$ cat config.mk
export PLATFORM = sky130hd
export DESIGN_NAME = pixel_block_report_packetizer_flat
export DESIGN_NICKNAME = d
export VERILOG_FILES = /design/src/design/pbrp_pkg.sv /design/src/design/pbrp_if.sv /design/src/design/pixel_block_report_packetizer.sv /design/src/design/pbrp_cfg_regs.sv /design/src/design/pbrp_seq.sv /design/src/design/pbrp_out_reg.sv /design/src/flat_wrapper.sv
export SDC_FILE = /design/constraint.sdc
export NUM_CORES = 1
export LEC_CHECK = 0
export ABC_AREA = 1
export BUFFER_PORTS_ARGS = -buffer_cell sky130_fd_sc_hd__buf_2
export CAP_MARGIN = 15
export CORE_MARGIN = 2
export CORE_UTILIZATION = 32
export CTS_CLUSTER_DIAMETER = 80
export DETAILED_ROUTE_END_ITERATION = 6
export PLACE_DENSITY_LB_ADDON = 0.25
export SLEW_MARGIN = 20
export SYNTH_ARGS = -nofsm -noshare
export SYNTH_HDL_FRONTEND = slang
export SYNTH_SLANG_ARGS = --single-unit
$ cat constraint.sdc
create_clock -name clk -period 7.45 [get_ports clk]
set_clock_uncertainty 0.1 [all_clocks]
set_input_delay 0.745 -clock clk [delete_from_list [all_inputs] [get_ports clk]]
set_output_delay 0.745 -clock clk [all_outputs]
set_load 0.005 [all_outputs]
$ cat src/design/pbrp_pkg.sv
// ---------------------------------------------------------------------------
// pbrp_pkg
// Shared constants, codes and types of the pixel block report packetizer.
// ---------------------------------------------------------------------------
`default_nettype none

package pbrp_pkg;

  localparam int REPORT_BYTES = 65;
  localparam int PANEL_WIDTH  = 256;
  localparam int PANEL_HEIGHT = 64;

  localparam int FIRST_HDR = 10;
  localparam int CONT_HDR  = 2;
  localparam int FIRST_CAP = REPORT_BYTES - FIRST_HDR;
  localparam int CONT_CAP  = ((REPORT_BYTES - 2) < 63) ? (REPORT_BYTES - 2) : 63;

  localparam logic [7:0] PANEL_W8 = 8'(PANEL_WIDTH % 256);
  localparam logic [7:0] PANEL_H8 = 8'(PANEL_HEIGHT % 256);

  localparam logic [7:0] REPORT_ID  = 8'h00;
  localparam logic [7:0] CMD_BYTE0  = 8'h1B;
  localparam logic [7:0] CMD_BYTE1  = 8'h5B;
  localparam logic [7:0] CMD_BYTE2  = 8'hF0;
  localparam logic [7:0] LEN_FULL   = 8'd64;
  localparam logic [7:0] FIRST_BIAS = 8'h08;

  localparam int STEP_W = 4;

  // header byte slots of the first report
  localparam logic [STEP_W-1:0] HDR_ID      = 4'd0;
  localparam logic [STEP_W-1:0] HDR_LEN     = 4'd1;
  localparam logic [STEP_W-1:0] HDR_CMD0    = 4'd2;
  localparam logic [STEP_W-1:0] HDR_CMD1    = 4'd3;
  localparam logic [STEP_W-1:0] HDR_CMD2    = 4'd4;
  localparam logic [STEP_W-1:0] HDR_X       = 4'd5;
  localparam logic [STEP_W-1:0] HDR_Y       = 4'd6;
  localparam logic [STEP_W-1:0] HDR_HEIGHT  = 4'd7;
  localparam logic [STEP_W-1:0] HDR_SIZE_HI = 4'd8;
  localparam logic [STEP_W-1:0] HDR_SIZE_LO = 4'd9;

  localparam logic [STEP_W-1:0] STEP_START    = 4'd0;
  localparam logic [STEP_W-1:0] STEP_CONT_LEN = 4'd1;

  typedef enum logic [1:0] {
    CFG_OFFSCREEN_MODE = 2'd0,
    CFG_DISPLAY_X      = 2'd1,
    CFG_DISPLAY_Y      = 2'd2
  } cfg_index_t;

  typedef enum logic [2:0] {
    KIND_HDR,
    KIND_CONT_ZERO,
    KIND_CONT_LEN,
    KIND_DATA,
    KIND_DROP
  } beat_kind_t;

  typedef struct packed {
    logic       offscreen_mode;
    logic [7:0] display_x;
    logic [7:0] display_y;
  } cfg_t;

  typedef struct packed {
    logic [7:0]  data_byte;
    logic        first_byte;
    logic [7:0]  block_x;
    logic [7:0]  block_y;
    logic [7:0]  block_height;
    logic [15:0] block_size;
  } pix_item_t;

  typedef struct packed {
    logic [7:0] report_byte;
    logic [6:0] report_position;
    logic       report_end;
    logic       block_end;
    logic       last;
  } report_beat_t;

endpackage

`default_nettype wire

$ cat src/design/pbrp_if.sv
// ---------------------------------------------------------------------------
// pbrp_if
// Valid/ready channels for pixel bytes in and report bytes out.
// ---------------------------------------------------------------------------
`default_nettype none

interface pbrp_in_if;
  logic        valid;
  logic        ready;
  logic [7:0]  data_byte;
  logic        first_byte;
  logic [7:0]  block_x;
  logic [7:0]  block_y;
  logic [7:0]  block_height;
  logic [15:0] block_size;

  modport source (output valid, data_byte, first_byte, block_x, block_y, block_height,
                  block_size, input ready);
  modport sink (input valid, data_byte, first_byte, block_x, block_y, block_height,
                block_size, output ready);
endinterface

interface pbrp_out_if;
  logic       valid;
  logic       ready;
  logic [7:0] report_byte;
  logic [6:0] report_position;
  logic       report_end;
  logic       block_end;
  logic       last;

  modport source (output valid, report_byte, report_position, report_end, block_end, last,
                  input ready);
  modport sink (input valid, report_byte, report_position, report_end, block_end, last,
                output ready);
endinterface

`default_nettype wire

$ cat src/design/pixel_block_report_packetizer.sv
// A byte's first result goes via the item register and beat decode to the output register.
// A mid-report data byte gives one data beat; a first byte gives 10 header beats, then data
// (only the headers for an empty block); a byte opening a continuation report gives id and
// length beats, then data; a stray byte is dropped. Next byte is taken as the last beat moves.
// Reset (rst, synchronous): channels empty, block state zero, offscreen_mode 1, display 0,0.
// ---------------------------------------------------------------------------
// pixel_block_report_packetizer
// Packs pixel block bytes into device report beats with first and continuation headers.
// ---------------------------------------------------------------------------
`default_nettype none

module pixel_block_report_packetizer (
  input  wire logic        clk,
  input  wire logic        rst,
  input  wire logic        cfg_wr_en,
  input  wire logic [1:0]  cfg_index,
  input  wire logic [7:0]  cfg_data,
  pbrp_in_if.sink          pix_in,
  pbrp_out_if.source       rep_out
);

  pbrp_pkg::cfg_t         cfg;
  pbrp_pkg::pix_item_t    in_item;
  pbrp_pkg::report_beat_t beat;
  logic                   emit;
  logic                   out_free;
  logic                   in_ready;

  assign in_item.data_byte    = pix_in.data_byte;
  assign in_item.first_byte   = pix_in.first_byte;
  assign in_item.block_x      = pix_in.block_x;
  assign in_item.block_y      = pix_in.block_y;
  assign in_item.block_height = pix_in.block_height;
  assign in_item.block_size   = pix_in.block_size;
  assign pix_in.ready         = in_ready;

  pbrp_cfg_regs u_cfg (
    .clk       (clk),
    .rst       (rst),
    .cfg_wr_en (cfg_wr_en),
    .cfg_index (cfg_index),
    .cfg_data  (cfg_data),
    .cfg       (cfg)
  );

  pbrp_seq u_seq (
    .clk      (clk),
    .rst      (rst),
    .cfg      (cfg),
    .in_valid (pix_in.valid),
    .in_ready (in_ready),
    .in_item  (in_item),
    .out_free (out_free),
    .emit     (emit),
    .beat     (beat)
  );

  pbrp_out_reg u_out (
    .clk      (clk),
    .rst      (rst),
    .emit     (emit),
    .beat     (beat),
    .out_free (out_free),
    .rep_out  (rep_out)
  );

endmodule

`default_nettype wire

$ cat src/design/pbrp_cfg_regs.sv
// ---------------------------------------------------------------------------
// pbrp_cfg_regs
// Configuration registers: off-screen mode and display window origin.
// ---------------------------------------------------------------------------
`default_nettype none

module pbrp_cfg_regs (
  input  wire logic                clk,
  input  wire logic                rst,
  input  wire logic                cfg_wr_en,
  input  wire logic [1:0]          cfg_index,
  input  wire logic [7:0]          cfg_data,
  output pbrp_pkg::cfg_t           cfg
);

  pbrp_pkg::cfg_t regs;

  always_ff @(posedge clk) begin
    if (rst) begin
      regs.offscreen_mode <= 1'b1;
      regs.display_x      <= 8'd0;
      regs.display_y      <= 8'd0;
    end else if (cfg_wr_en) begin
      unique case (pbrp_pkg::cfg_index_t'(cfg_index))
        pbrp_pkg::CFG_OFFSCREEN_MODE: regs.offscreen_mode <= cfg_data[0];
        pbrp_pkg::CFG_DISPLAY_X:      regs.display_x      <= cfg_data;
        pbrp_pkg::CFG_DISPLAY_Y:      regs.display_y      <= cfg_data;
        default: ;
      endcase
    end
  end

  assign cfg = regs;

endmodule

`default_nettype wire

$ cat src/design/pbrp_seq.sv
// ---------------------------------------------------------------------------
// pbrp_seq
// Item register, block state and the decode of the next report beat.
// ---------------------------------------------------------------------------
`default_nettype none

module pbrp_seq (
  input  wire logic                clk,
  input  wire logic                rst,
  input  wire pbrp_pkg::cfg_t      cfg,
  input  wire logic                in_valid,
  output logic                     in_ready,
  input  wire pbrp_pkg::pix_item_t in_item,
  input  wire logic                out_free,
  output logic                     emit,
  output pbrp_pkg::report_beat_t   beat
);

  pbrp_pkg::pix_item_t           item;
  logic                          busy;
  logic [pbrp_pkg::STEP_W-1:0]   step;
  logic [15:0]                   bytes_left;
  logic [6:0]                    report_fill;
  logic [6:0]                    report_capacity;

  pbrp_pkg::beat_kind_t kind;
  logic        adv;
  logic        done;
  logic        first_fits;
  logic [6:0]  first_cap;
  logic [7:0]  first_len;
  logic        cont_fits;
  logic [6:0]  cont_data;
  logic [7:0]  cont_len;
  logic [15:0] left_dec;
  logic [7:0]  pos_x;
  logic [7:0]  pos_y;
  logic [7:0]  hdr_byte;
  logic        size_zero;

  always_comb begin
    first_fits = item.block_size <= 16'(pbrp_pkg::FIRST_CAP);
    first_cap  = first_fits ? 7'(pbrp_pkg::FIRST_HDR) + item.block_size[6:0]
                            : 7'(pbrp_pkg::REPORT_BYTES);
    first_len  = first_fits ? item.block_size[7:0] + pbrp_pkg::FIRST_BIAS
                            : pbrp_pkg::LEN_FULL;
    cont_fits  = bytes_left <= 16'(pbrp_pkg::CONT_CAP);
    cont_data  = cont_fits ? bytes_left[6:0] : 7'(pbrp_pkg::CONT_CAP);
    cont_len   = cont_fits ? bytes_left[7:0] : pbrp_pkg::LEN_FULL;
    left_dec   = bytes_left - 16'd1;
    size_zero  = item.block_size == 16'd0;
    // off-screen translation wraps at 8 bits
    pos_x = cfg.offscreen_mode ? item.block_x + pbrp_pkg::PANEL_W8 - cfg.display_x
                               : item.block_x;
    pos_y = cfg.offscreen_mode ? item.block_y + pbrp_pkg::PANEL_H8 - cfg.display_y
                               : item.block_y;
  end

  always_comb begin
    unique case (step)
      pbrp_pkg::HDR_ID:      hdr_byte = pbrp_pkg::REPORT_ID;
      pbrp_pkg::HDR_LEN:     hdr_byte = first_len;
      pbrp_pkg::HDR_CMD0:    hdr_byte = pbrp_pkg::CMD_BYTE0;
      pbrp_pkg::HDR_CMD1:    hdr_byte = pbrp_pkg::CMD_BYTE1;
      pbrp_pkg::HDR_CMD2:    hdr_byte = pbrp_pkg::CMD_BYTE2;
      pbrp_pkg::HDR_X:       hdr_byte = pos_x;
      pbrp_pkg::HDR_Y:       hdr_byte = pos_y;
      pbrp_pkg::HDR_HEIGHT:  hdr_byte = item.block_height;
      pbrp_pkg::HDR_SIZE_HI: hdr_byte = item.block_size[15:8];
      pbrp_pkg::HDR_SIZE_LO: hdr_byte = item.block_size[7:0];
      default:               hdr_byte = pbrp_pkg::REPORT_ID;
    endcase
  end

  // what this step of the held item produces
  always_comb begin
    if (item.first_byte) begin
      kind = (step < 4'(pbrp_pkg::FIRST_HDR)) ? pbrp_pkg::KIND_HDR : pbrp_pkg::KIND_DATA;
    end else begin
      priority case (step)
        pbrp_pkg::STEP_START: begin
          if (bytes_left == 16'd0) begin
            kind = pbrp_pkg::KIND_DROP;
          end else if (report_fill >= report_capacity) begin
            kind = pbrp_pkg::KIND_CONT_ZERO;
          end else begin
            kind = pbrp_pkg::KIND_DATA;
          end
        end
        pbrp_pkg::STEP_CONT_LEN: kind = pbrp_pkg::KIND_CONT_LEN;
        default:                 kind = pbrp_pkg::KIND_DATA;
      endcase
    end
  end

  always_comb begin
    beat = '0;
    emit = 1'b1;
    unique case (kind)
      pbrp_pkg::KIND_HDR: begin
        beat.report_byte     = hdr_byte;
        beat.report_position = 7'(step);
        beat.report_end      = (7'(step) + 7'd1) == first_cap;
        beat.block_end       = size_zero && (step == pbrp_pkg::HDR_SIZE_LO);
        beat.last            = size_zero && (step == pbrp_pkg::HDR_SIZE_LO);
      end
      pbrp_pkg::KIND_CONT_ZERO: begin
        beat.report_byte     = pbrp_pkg::REPORT_ID;
        beat.report_position = 7'd0;
      end
      pbrp_pkg::KIND_CONT_LEN: begin
        beat.report_byte     = cont_len;
        beat.report_position = 7'd1;
      end
      pbrp_pkg::KIND_DATA: begin
        beat.report_byte     = item.data_byte;
        beat.report_position = report_fill;
        beat.report_end      = (report_fill + 7'd1) == report_capacity;
        beat.block_end       = left_dec == 16'd0;
        beat.last            = 1'b1;
      end
      pbrp_pkg::KIND_DROP: emit = 1'b0;
      default:             emit = 1'b0;
    endcase
    emit = emit && busy;
  end

  assign adv      = busy && out_free;
  assign done     = (kind == pbrp_pkg::KIND_DROP) || beat.last;
  assign in_ready = !busy || (adv && done);

  always_ff @(posedge clk) begin
    if (in_valid && in_ready) begin
      item <= in_item;
    end
  end

  always_ff @(posedge clk) begin
    if (rst) begin
      busy            <= 1'b0;
      step            <= '0;
      bytes_left      <= 16'd0;
      report_fill     <= 7'd0;
      report_capacity <= 7'd0;
    end else begin
      if (in_valid && in_ready) begin
        busy <= 1'b1;
        step <= '0;
      end else if (adv) begin
        if (done) begin
          busy <= 1'b0;
        end else begin
          step <= step + 4'd1;
        end
      end
      if (adv) begin
        unique case (kind)
          pbrp_pkg::KIND_HDR: begin
            if (step == pbrp_pkg::HDR_SIZE_LO) begin
              bytes_left      <= item.block_size;
              report_fill     <= 7'(pbrp_pkg::FIRST_HDR);
              report_capacity <= first_cap;
            end
          end
          pbrp_pkg::KIND_CONT_ZERO: begin
            report_fill     <= 7'd1;
            report_capacity <= 7'(pbrp_pkg::CONT_HDR) + cont_data;
          end
          pbrp_pkg::KIND_CONT_LEN: report_fill <= 7'(pbrp_pkg::CONT_HDR);
          pbrp_pkg::KIND_DATA: begin
            bytes_left  <= left_dec;
            report_fill <= report_fill + 7'd1;
          end
          pbrp_pkg::KIND_DROP: ;
          default: ;
        endcase
      end
    end
  end

endmodule

`default_nettype wire

$ cat src/design/pbrp_out_reg.sv
// ---------------------------------------------------------------------------
// pbrp_out_reg
// Result register between the beat decode and the report channel.
// ---------------------------------------------------------------------------
`default_nettype none

module pbrp_out_reg (
  input  wire logic                   clk,
  input  wire logic                   rst,
  input  wire logic                   emit,
  input  wire pbrp_pkg::report_beat_t beat,
  output logic                        out_free,
  pbrp_out_if.source                  rep_out
);

  logic                   valid;
  pbrp_pkg::report_beat_t held;

  assign out_free = !valid || rep_out.ready;

  always_ff @(posedge clk) begin
    if (rst) begin
      valid <= 1'b0;
    end else if (out_free) begin
      valid <= emit;
    end
  end

  always_ff @(posedge clk) begin
    if (out_free && emit) begin
      held <= beat;
    end
  end

  assign rep_out.valid           = valid;
  assign rep_out.report_byte     = held.report_byte;
  assign rep_out.report_position = held.report_position;
  assign rep_out.report_end      = held.report_end;
  assign rep_out.block_end       = held.block_end;
  assign rep_out.last            = held.last;

endmodule

`default_nettype wire

$ cat src/flat_wrapper.sv
// flat-port wrapper written by rule: the top's interface ports become plain ports
module pixel_block_report_packetizer_flat 
  (clk, rst, cfg_wr_en, cfg_index, cfg_data, pix_in_valid, pix_in_data_byte, pix_in_first_byte, pix_in_block_x, pix_in_block_y, pix_in_block_height, pix_in_block_size, pix_in_ready, rep_out_valid, rep_out_report_byte, rep_out_report_position, rep_out_report_end, rep_out_block_end, rep_out_last, rep_out_ready);
  pbrp_in_if pix_in_i ();
  pbrp_out_if rep_out_i ();
  input  wire logic clk;
  input  wire logic rst;
  input  wire logic cfg_wr_en;
  input  wire logic [1:0] cfg_index;
  input  wire logic [7:0] cfg_data;
  input wire logic [$bits(pix_in_i.valid)-1:0] pix_in_valid;
  input wire logic [$bits(pix_in_i.data_byte)-1:0] pix_in_data_byte;
  input wire logic [$bits(pix_in_i.first_byte)-1:0] pix_in_first_byte;
  input wire logic [$bits(pix_in_i.block_x)-1:0] pix_in_block_x;
  input wire logic [$bits(pix_in_i.block_y)-1:0] pix_in_block_y;
  input wire logic [$bits(pix_in_i.block_height)-1:0] pix_in_block_height;
  input wire logic [$bits(pix_in_i.block_size)-1:0] pix_in_block_size;
  output wire logic [$bits(pix_in_i.ready)-1:0] pix_in_ready;
  output wire logic [$bits(rep_out_i.valid)-1:0] rep_out_valid;
  output wire logic [$bits(rep_out_i.report_byte)-1:0] rep_out_report_byte;
  output wire logic [$bits(rep_out_i.report_position)-1:0] rep_out_report_position;
  output wire logic [$bits(rep_out_i.report_end)-1:0] rep_out_report_end;
  output wire logic [$bits(rep_out_i.block_end)-1:0] rep_out_block_end;
  output wire logic [$bits(rep_out_i.last)-1:0] rep_out_last;
  input wire logic [$bits(rep_out_i.ready)-1:0] rep_out_ready;
  assign pix_in_i.valid = pix_in_valid;
  assign pix_in_i.data_byte = pix_in_data_byte;
  assign pix_in_i.first_byte = pix_in_first_byte;
  assign pix_in_i.block_x = pix_in_block_x;
  assign pix_in_i.block_y = pix_in_block_y;
  assign pix_in_i.block_height = pix_in_block_height;
  assign pix_in_i.block_size = pix_in_block_size;
  assign pix_in_ready = pix_in_i.ready;
  assign rep_out_valid = rep_out_i.valid;
  assign rep_out_report_byte = rep_out_i.report_byte;
  assign rep_out_report_position = rep_out_i.report_position;
  assign rep_out_report_end = rep_out_i.report_end;
  assign rep_out_block_end = rep_out_i.block_end;
  assign rep_out_last = rep_out_i.last;
  assign rep_out_i.ready = rep_out_ready;
  pixel_block_report_packetizer u_core (.clk(clk), .rst(rst), .cfg_wr_en(cfg_wr_en), .cfg_index(cfg_index), .cfg_data(cfg_data), .pix_in(pix_in_i), .rep_out(rep_out_i));
endmodule
**Word-level counts from Yosys, hierarchy flattened**

Index checks and enable logic that the tools add are counted.

- Register bits after elaboration: 120

- $add $sub $neg: 10
- Magnitude comparators: 4
- Eq/ne operators: 18
- Mux-type cells: 24
- Bitwise gates (word level): 1
- Reductions and logical operators: 32

Operators by type and width:

| operator | count |
|---|---|
| one-hot mux 8 bit (9 select lines) | 1 |
| zero test 16 bit | 3 |
| one-hot mux 15 bit (3 select lines) | 1 |
| less-or-equal comparator 16 x 6 -> 1 bit (second input constant) | 2 |
| two-way mux 8 bit | 4 |
| one-hot mux 16 bit (2 select lines) | 1 |
| two-way mux 7 bit | 4 |
| one-hot mux 7 bit (4 select lines) | 1 |
| equality test 4 x 3 -> 1 bit (second input constant) | 4 |
| two-way mux 16 bit | 1 |
| subtractor 16 x 1 -> 16 bit (second input constant) | 1 |
| subtractor 8 bit | 2 |
| one-hot mux 7 bit (2 select lines) | 1 |
| one-hot mux 3 bit (2 select lines) | 2 |
| AND reduction 2 bit | 5 |
| AND reduction 3 bit | 3 |
| adder 8 x 4 -> 8 bit (second input constant) | 1 |
| adder 8 x 7 -> 8 bit (second input constant) | 1 |
| equality test 4 x 2 -> 1 bit (second input constant) | 2 |
| equality test 4 bit (second input constant) | 2 |
| nonzero test 2 bit | 4 |
| adder 2 x 7 -> 7 bit (first input constant) | 1 |
| adder 4 x 7 -> 7 bit (first input constant) | 1 |
| adder 7 x 1 -> 7 bit (second input constant) | 1 |
| 26 further kinds | 40 |

**Longest topological paths before layout**

- Word-level depth: 13
- Mapped depth: 17
- Gate-level depth less buffers: 16

**Cells and area by module**

A second synthesis with hierarchy kept.

- Cell total of the unflattened synthesis: 903
- Area total of the unflattened synthesis: 7150.6 um^2

By module, submodules not included:

| module | instances | cells each | area each (um^2) | seq. area each (um^2) |
|---|---|---|---|---|
| pbrp_seq | 1 | 770 | 5815.6 | 2172.1 |
| pbrp_cfg_regs | 1 | 109 | 747.0 | 340.3 |
| pbrp_out_reg | 1 | 24 | 588.1 | 560.5 |

**Worst setup path before layout**

OpenSTA, ideal clock, no wires.

- Path kind: flip-flop to flip-flop
- Start point: register u_core.u_seq.bytes_left[1]
- End point: register u_core.u_seq.item[0] (netlist bit) (enable)
- Arrival: 2617 ps
- Data required time: 6947 ps
- Slack: 4330 ps
- Cell stages (with the launch flop): 15
- Path buffers: 0
- Cells stage by stage: dfxtp_1 > inv_1 > ha_1 > nand2_2 > nor2_4 > nand2_2 > nand3_1 > o21bai_4 > nand2_1 > nand2_1 > nand2_1 > nand2_1 > nand2_2 > nand2_2 > inv_1

- Longest elaborated chain between the ends: 10
- Elaborated cells on any way between the ends: 12

RTL lines:

| what | RTL line | RTL |
|---|---|---|
| from (decl) | pbrp_seq.sv:22 | `logic [15:0] bytes_left;` |
| from (signal assigned) | pbrp_seq.sv:160 | `bytes_left <= item.block_size;` |
| from (signal assigned) | pbrp_seq.sv:171 | `bytes_left <= left_dec;` |
| zero test 16 bit (*) | pbrp_seq.sv:82 | `if (bytes_left == 16'd0) begin` |
| two-way mux 3 bit (*) | pbrp_seq.sv:82 |  |
| one-hot mux 3 bit (2 select lines) (*) | pbrp_seq.sv:80 | `priority case (step)` |
| two-way mux 3 bit (*) | pbrp_seq.sv:77 | `if (item.first_byte) begin` |
| equality test 3 x 2 -> 1 bit or zero test 3 bit (tied branches) | pbrp_seq.sv:99 | `unique case (kind)` |
| one-hot mux 3 bit (2 select lines) | pbrp_seq.sv:99 |  |
| logical OR 1 bit (*) | pbrp_seq.sv:129 | `assign done = (kind == pbrp_pkg::KIND_DROP) \|\| beat.last;` |
| logical AND 1 bit (*) | pbrp_seq.sv:130 | `assign in_ready = !busy \|\| (adv && done);` |
| logical OR 1 bit (*) | pbrp_seq.sv:130 |  |
| via pix_in_ready | flat_wrapper.sv:18 | `output wire logic [$bits(pix_in_i.ready)-1:0] pix_in_ready;` |
| logical AND 1 bit (*) | pbrp_seq.sv:133 | `if (in_valid && in_ready) begin` |
| to (signal assigned) | pbrp_seq.sv:134 | `item <= in_item;` |
| to (decl) | pbrp_seq.sv:19 | `pbrp_pkg::pix_item_t item;` |

The timed path passes the listed nets; every way through them passes the cells marked *.
A chain may end at the register's enable or synchronous reset.

**Final worst setup path**

- Start point: register u_core.u_seq.step[1] (netlist bit)
- End point: register u_core.u_seq.item[10] (netlist bit) (enable)

- Longest elaborated chain between the ends: 9
- Elaborated cells on any way between the ends: 16

RTL lines:

| what | RTL line | RTL |
|---|---|---|
| from (decl) | pbrp_seq.sv:21 | `logic [pbrp_pkg::STEP_W-1:0] step;` |
| from (signal assigned) | pbrp_seq.sv:153 | `step <= step + 4'd1;` |
| less-than comparator 4 bit, or another cell as far along | pbrp_seq.sv:78 | `kind = (step < 4'(pbrp_pkg::FIRST_HDR)) ? pbrp_pkg::KIND_HDR : pbrp_pkg::KIND_DATA;` |
| two-way mux 2 bit or one-hot mux 3 bit (2 select lines) (tied branches) | pbrp_seq.sv:78, pbrp_seq.sv:80 |  |
| two-way mux 3 bit | pbrp_seq.sv:77 |  |
| equality test 3 x 2 -> 1 bit or zero test 3 bit (tied branches) | pbrp_seq.sv:99 |  |
| one-hot mux 3 bit (2 select lines) | pbrp_seq.sv:99 |  |
| logical OR 1 bit (*) | pbrp_seq.sv:129 |  |
| logical AND 1 bit (*) | pbrp_seq.sv:130 |  |
| logical OR 1 bit (*) | pbrp_seq.sv:130 |  |
| logical AND 1 bit (*) | pbrp_seq.sv:133 |  |

Every way passes the cells marked *; elsewhere a longest branch is shown, timed or not.

==> flow_summary.json <==
{
  "status": "finished clean",
  "final_nets": 1035,
  "avgRoutedWirePerCell_um": 15.40,
  "dieHeight_um": 150.9,
  "ctsHtreeMaxLevel": 4,
  "final_layout_size_suffix_gt1_share_pct": 16.42,
  "async_reset_ff_share_pct": 0,
  "gp_congestion": 0.8759,
  "num_vias": 5897,
  "die_area_um2": 22770,
  "die_w_um": 150.9,
  "cts.hold.buffers_added": 0,
  "ir_drop_mv": 0.1552,
  "design_area_um2": 8138,
  "root_buffer": "clkbuf_16",
  "worstSetupStartpointType": "flip-flop",
  "report.final.slew_viol_count": 0,
  "holdWs_ns": 0.3600,
  "clk_latency_ns": 0.42,
  "power.density_nw_per_um2": 246.2,
  "placed_area_um2": 7559,
  "relSlewSlack_pct": 41.12,
  "cts-resized-gates": 0,
  "post_drt_via_cell_ratio": 4.838,
  "setup_viol": 0,
  "ant_nets": 0,
  "clock_path_buffers": 2,
  "combPwrFrac_pct": 20.6,
  "synthFlopType": "edfxtp_1",
  "finalHoldViolations": 0,
  "clock_sinks": 120,
  "core_um2": 21090,
  "grt_antenna_before_repair": 0,
  "period_share_pct": 45.50,
  "initial_core_util_pct": 32.75,
  "yosys.area.top_type": "edfxtp_1",
  "endpoint_kind": "flip-flop",
  "grt_pass1_vias": 5736,
  "syn_inst": 853,
  "maxCapViolCount": 0,
  "synth-seq-cells": 120,
  "n_fill_cell": 2191,
  "rsz0062_at_grt": "no",
  "synth_top_area_share_pct": 29.14,
  "pwr-share-clk_pct": 39.8,
  "synth_nets": 957,
  "drc": 0,
  "cts_tree": "yes",
  "p_switching_uw": 611.2,
  "std_cell_rows": 53,
  "p_int_mw": 1.392,
  "ys_seq_area_share_pct": 44.50,
  "ys_top_cells_by_area": "edfxtp_1, dfxtp_1, nand2_1",
  "dp_hpwl_um": 14440,
  "syn_area_per_cell_um2": 8.095,
  "overflow": 0,
  "post_cts_buffers": 0,
  "io_pins": 84,
  "drt_iter0_markers": 432,
  "portBuffers": 83,
  "cts_buffers": 17,
  "synth.distinct_cells": 41,
  "dpl.cell_count": 1187,
  "wl_um": 18770,
  "synth_most_common_cell": "nand2_1",
  "p_seq_share_pct": 39.6,
  "synth-edff-count": 67,
  "antennaDiodeCount": 0,
  "syn-cell-area_um2": 6905,
  "fin_crit_ns": 3.390,
  "tns_ns": 0,
  "required_ns": 7.24,
  "fin_cells": 1219,
  "yosysWarnings": 0,
  "grt_first_pass_wirelength_um": 30220,
  "synthTopCellsByCount": "nand2_1, inv_1, nor2_1",
  "switching_share_pct": 30.50,
  "cp.arrival_ns": 3.18,
  "dr.pass1.iters": 7,
  "tightest_slew_ns": 0.8822,
  "grtUsageTotal_pct": 17.42,
  "p_leak_nw": 3.570,
  "crit_type": "flip-flop to flip-flop",
  "grt_max_degree": 50,
  "clk_pin_slew_ns": 0.05,
  "worstPathMaxFanout": 49,
  "fmax_mhz": 295.0,
  "final_util_pct": 38.59,
  "syn_to_final_growth_pct": 17.85,
  "min_path_type": "flip-flop to flip-flop"
}
-- cells by family (layout without fill, tap and decap cells) --
| logic type | after synthesis | in the layout | share of synthesized area (%) |
|---|---|---|---|
| adders and majority gates | 40 | 40 | 7.465 |
| AOI/OAI and AO/OA | 167 | 167 | 13.41 |
| DFF | 120 | 120 | 44.50 |
| and+or+nand+nor | 345 | 345 | 21.65 |
| xor gates and xnor gates | 39 | 39 | 4.947 |
| buffers and inverters | 142 | 233 | 8.027 |
-- worst max-delay path, stage by stage (launching register included) --
cell	delay, ns
dfxtp_1	0.45
inv_1	0.12
ha_1	0.21
nand3_1	0.24
inv_1	0.20
nand4_1	0.14
nor2_1	0.11
a21oi_2	0.28
nand2_1	0.08
nand2_1	0.08
nand2_2	0.07
nand2_2	0.09
clkinv_2	0.68
-- power groups by stage --
stage                     sequential [mW]  clock, mW  combinational [mW]
after global placement              0.807          0               0.408
final                               0.794      0.798               0.412
after floorplan                     0.793          0               0.303
after CTS                           0.794      0.813               0.412
after global routing                0.799      0.849               0.470
after detailed placement            0.807          0               0.409
-- registers in the layout, indices dropped and copies added, names as in the netlist --
name	count
u_core.u_cfg.cfg	17
u_core.u_out.rep_out.block_end	1
u_core.u_out.rep_out.last	1
u_core.u_out.rep_out.report_byte	8
u_core.u_out.rep_out.report_end	1
u_core.u_out.rep_out.report_position	7
u_core.u_out.rep_out.valid	1
u_core.u_seq.busy	1
u_core.u_seq.bytes_left	16
u_core.u_seq.item	49
u_core.u_seq.report_capacity	7
u_core.u_seq.report_fill	7
u_core.u_seq.step	4
-- through the flow --
stage	worst slack, ns	power (mW)
4_1_cts	4.128	2.020
2_1_floorplan	4.330	1.097
6_report	4.060	2.004
3_5_place_dp	4.161	1.217
3_3_place_gp	4.187	1.215
5_1_grt	3.693	2.118
-- path summary, 6_finish.rpt --
| path | from | endpoint | slack (ns) | cells past startpoint |
|---|---|---|---|---|
| worst max-delay path | u_core.u_seq.step[1] | u_core.u_seq.item[10] | 4.06 | 12 |
| worst min-delay path | u_core.u_cfg.cfg[5] | u_core.u_cfg.cfg[5] | 0.36 | 2 |
| worst max register to register | u_core.u_seq.step[1] | u_core.u_seq.item[10] | 4.06 | 12 |
| worst min register to register | u_core.u_cfg.cfg[5] | u_core.u_cfg.cfg[5] | 0.36 | 2 |
-- placed cells by master, fill, tap and decap left out, types with 4 or more instances in the layout --
cell type | Yosys | final
o21ai_0 | 80 | 80
inv_1 | 105 | 104
nand2_2 | 11 | 11
a21oi_1 | 48 | 48
xor2_1 | 30 | 30
clkinv_2 | 1 | 4
a31oi_1 | 5 | 5
xnor2_1 | 9 | 9
ha_1 | 38 | 38
clkbuf_16 | 0 | 17
nor3_1 | 7 | 7
nand4_1 | 18 | 18
clkinv_4 | 0 | 4
buf_2 | 10 | 83
a211oi_1 | 6 | 6
inv_2 | 11 | 11
o21ai_1 | 9 | 9
nand3_1 | 51 | 51
nor2_2 | 6 | 6
or2_2 | 5 | 5
nor2_1 | 94 | 94
edfxtp_1 | 67 | 67
dfxtp_1 | 53 | 53
nand2_1 | 146 | 146
-- area by class of cell --
type	count	area, um2	area share, %
multi-input cells	591	3278	40.28
flip-flops and latches	120	3073	37.76
inverters	117	441.7	5.427
clock buffers	17	425.4	5.228
repair buffers	84	422.9	5.197
well taps	275	344.1	4.228
clock inverters	15	152.6	1.876
-- metal layers --
metal	up-vias	global-route usage (%)	part of all wire (%)
li1	3001	-	-
met1	2696	24.39	50
met2	177	26.64	43
met3	23	4.006	5.4
met4	0	5.607	1.9
met5	-	0	0
No activity file was read; power rests on OpenSTA's default activity.
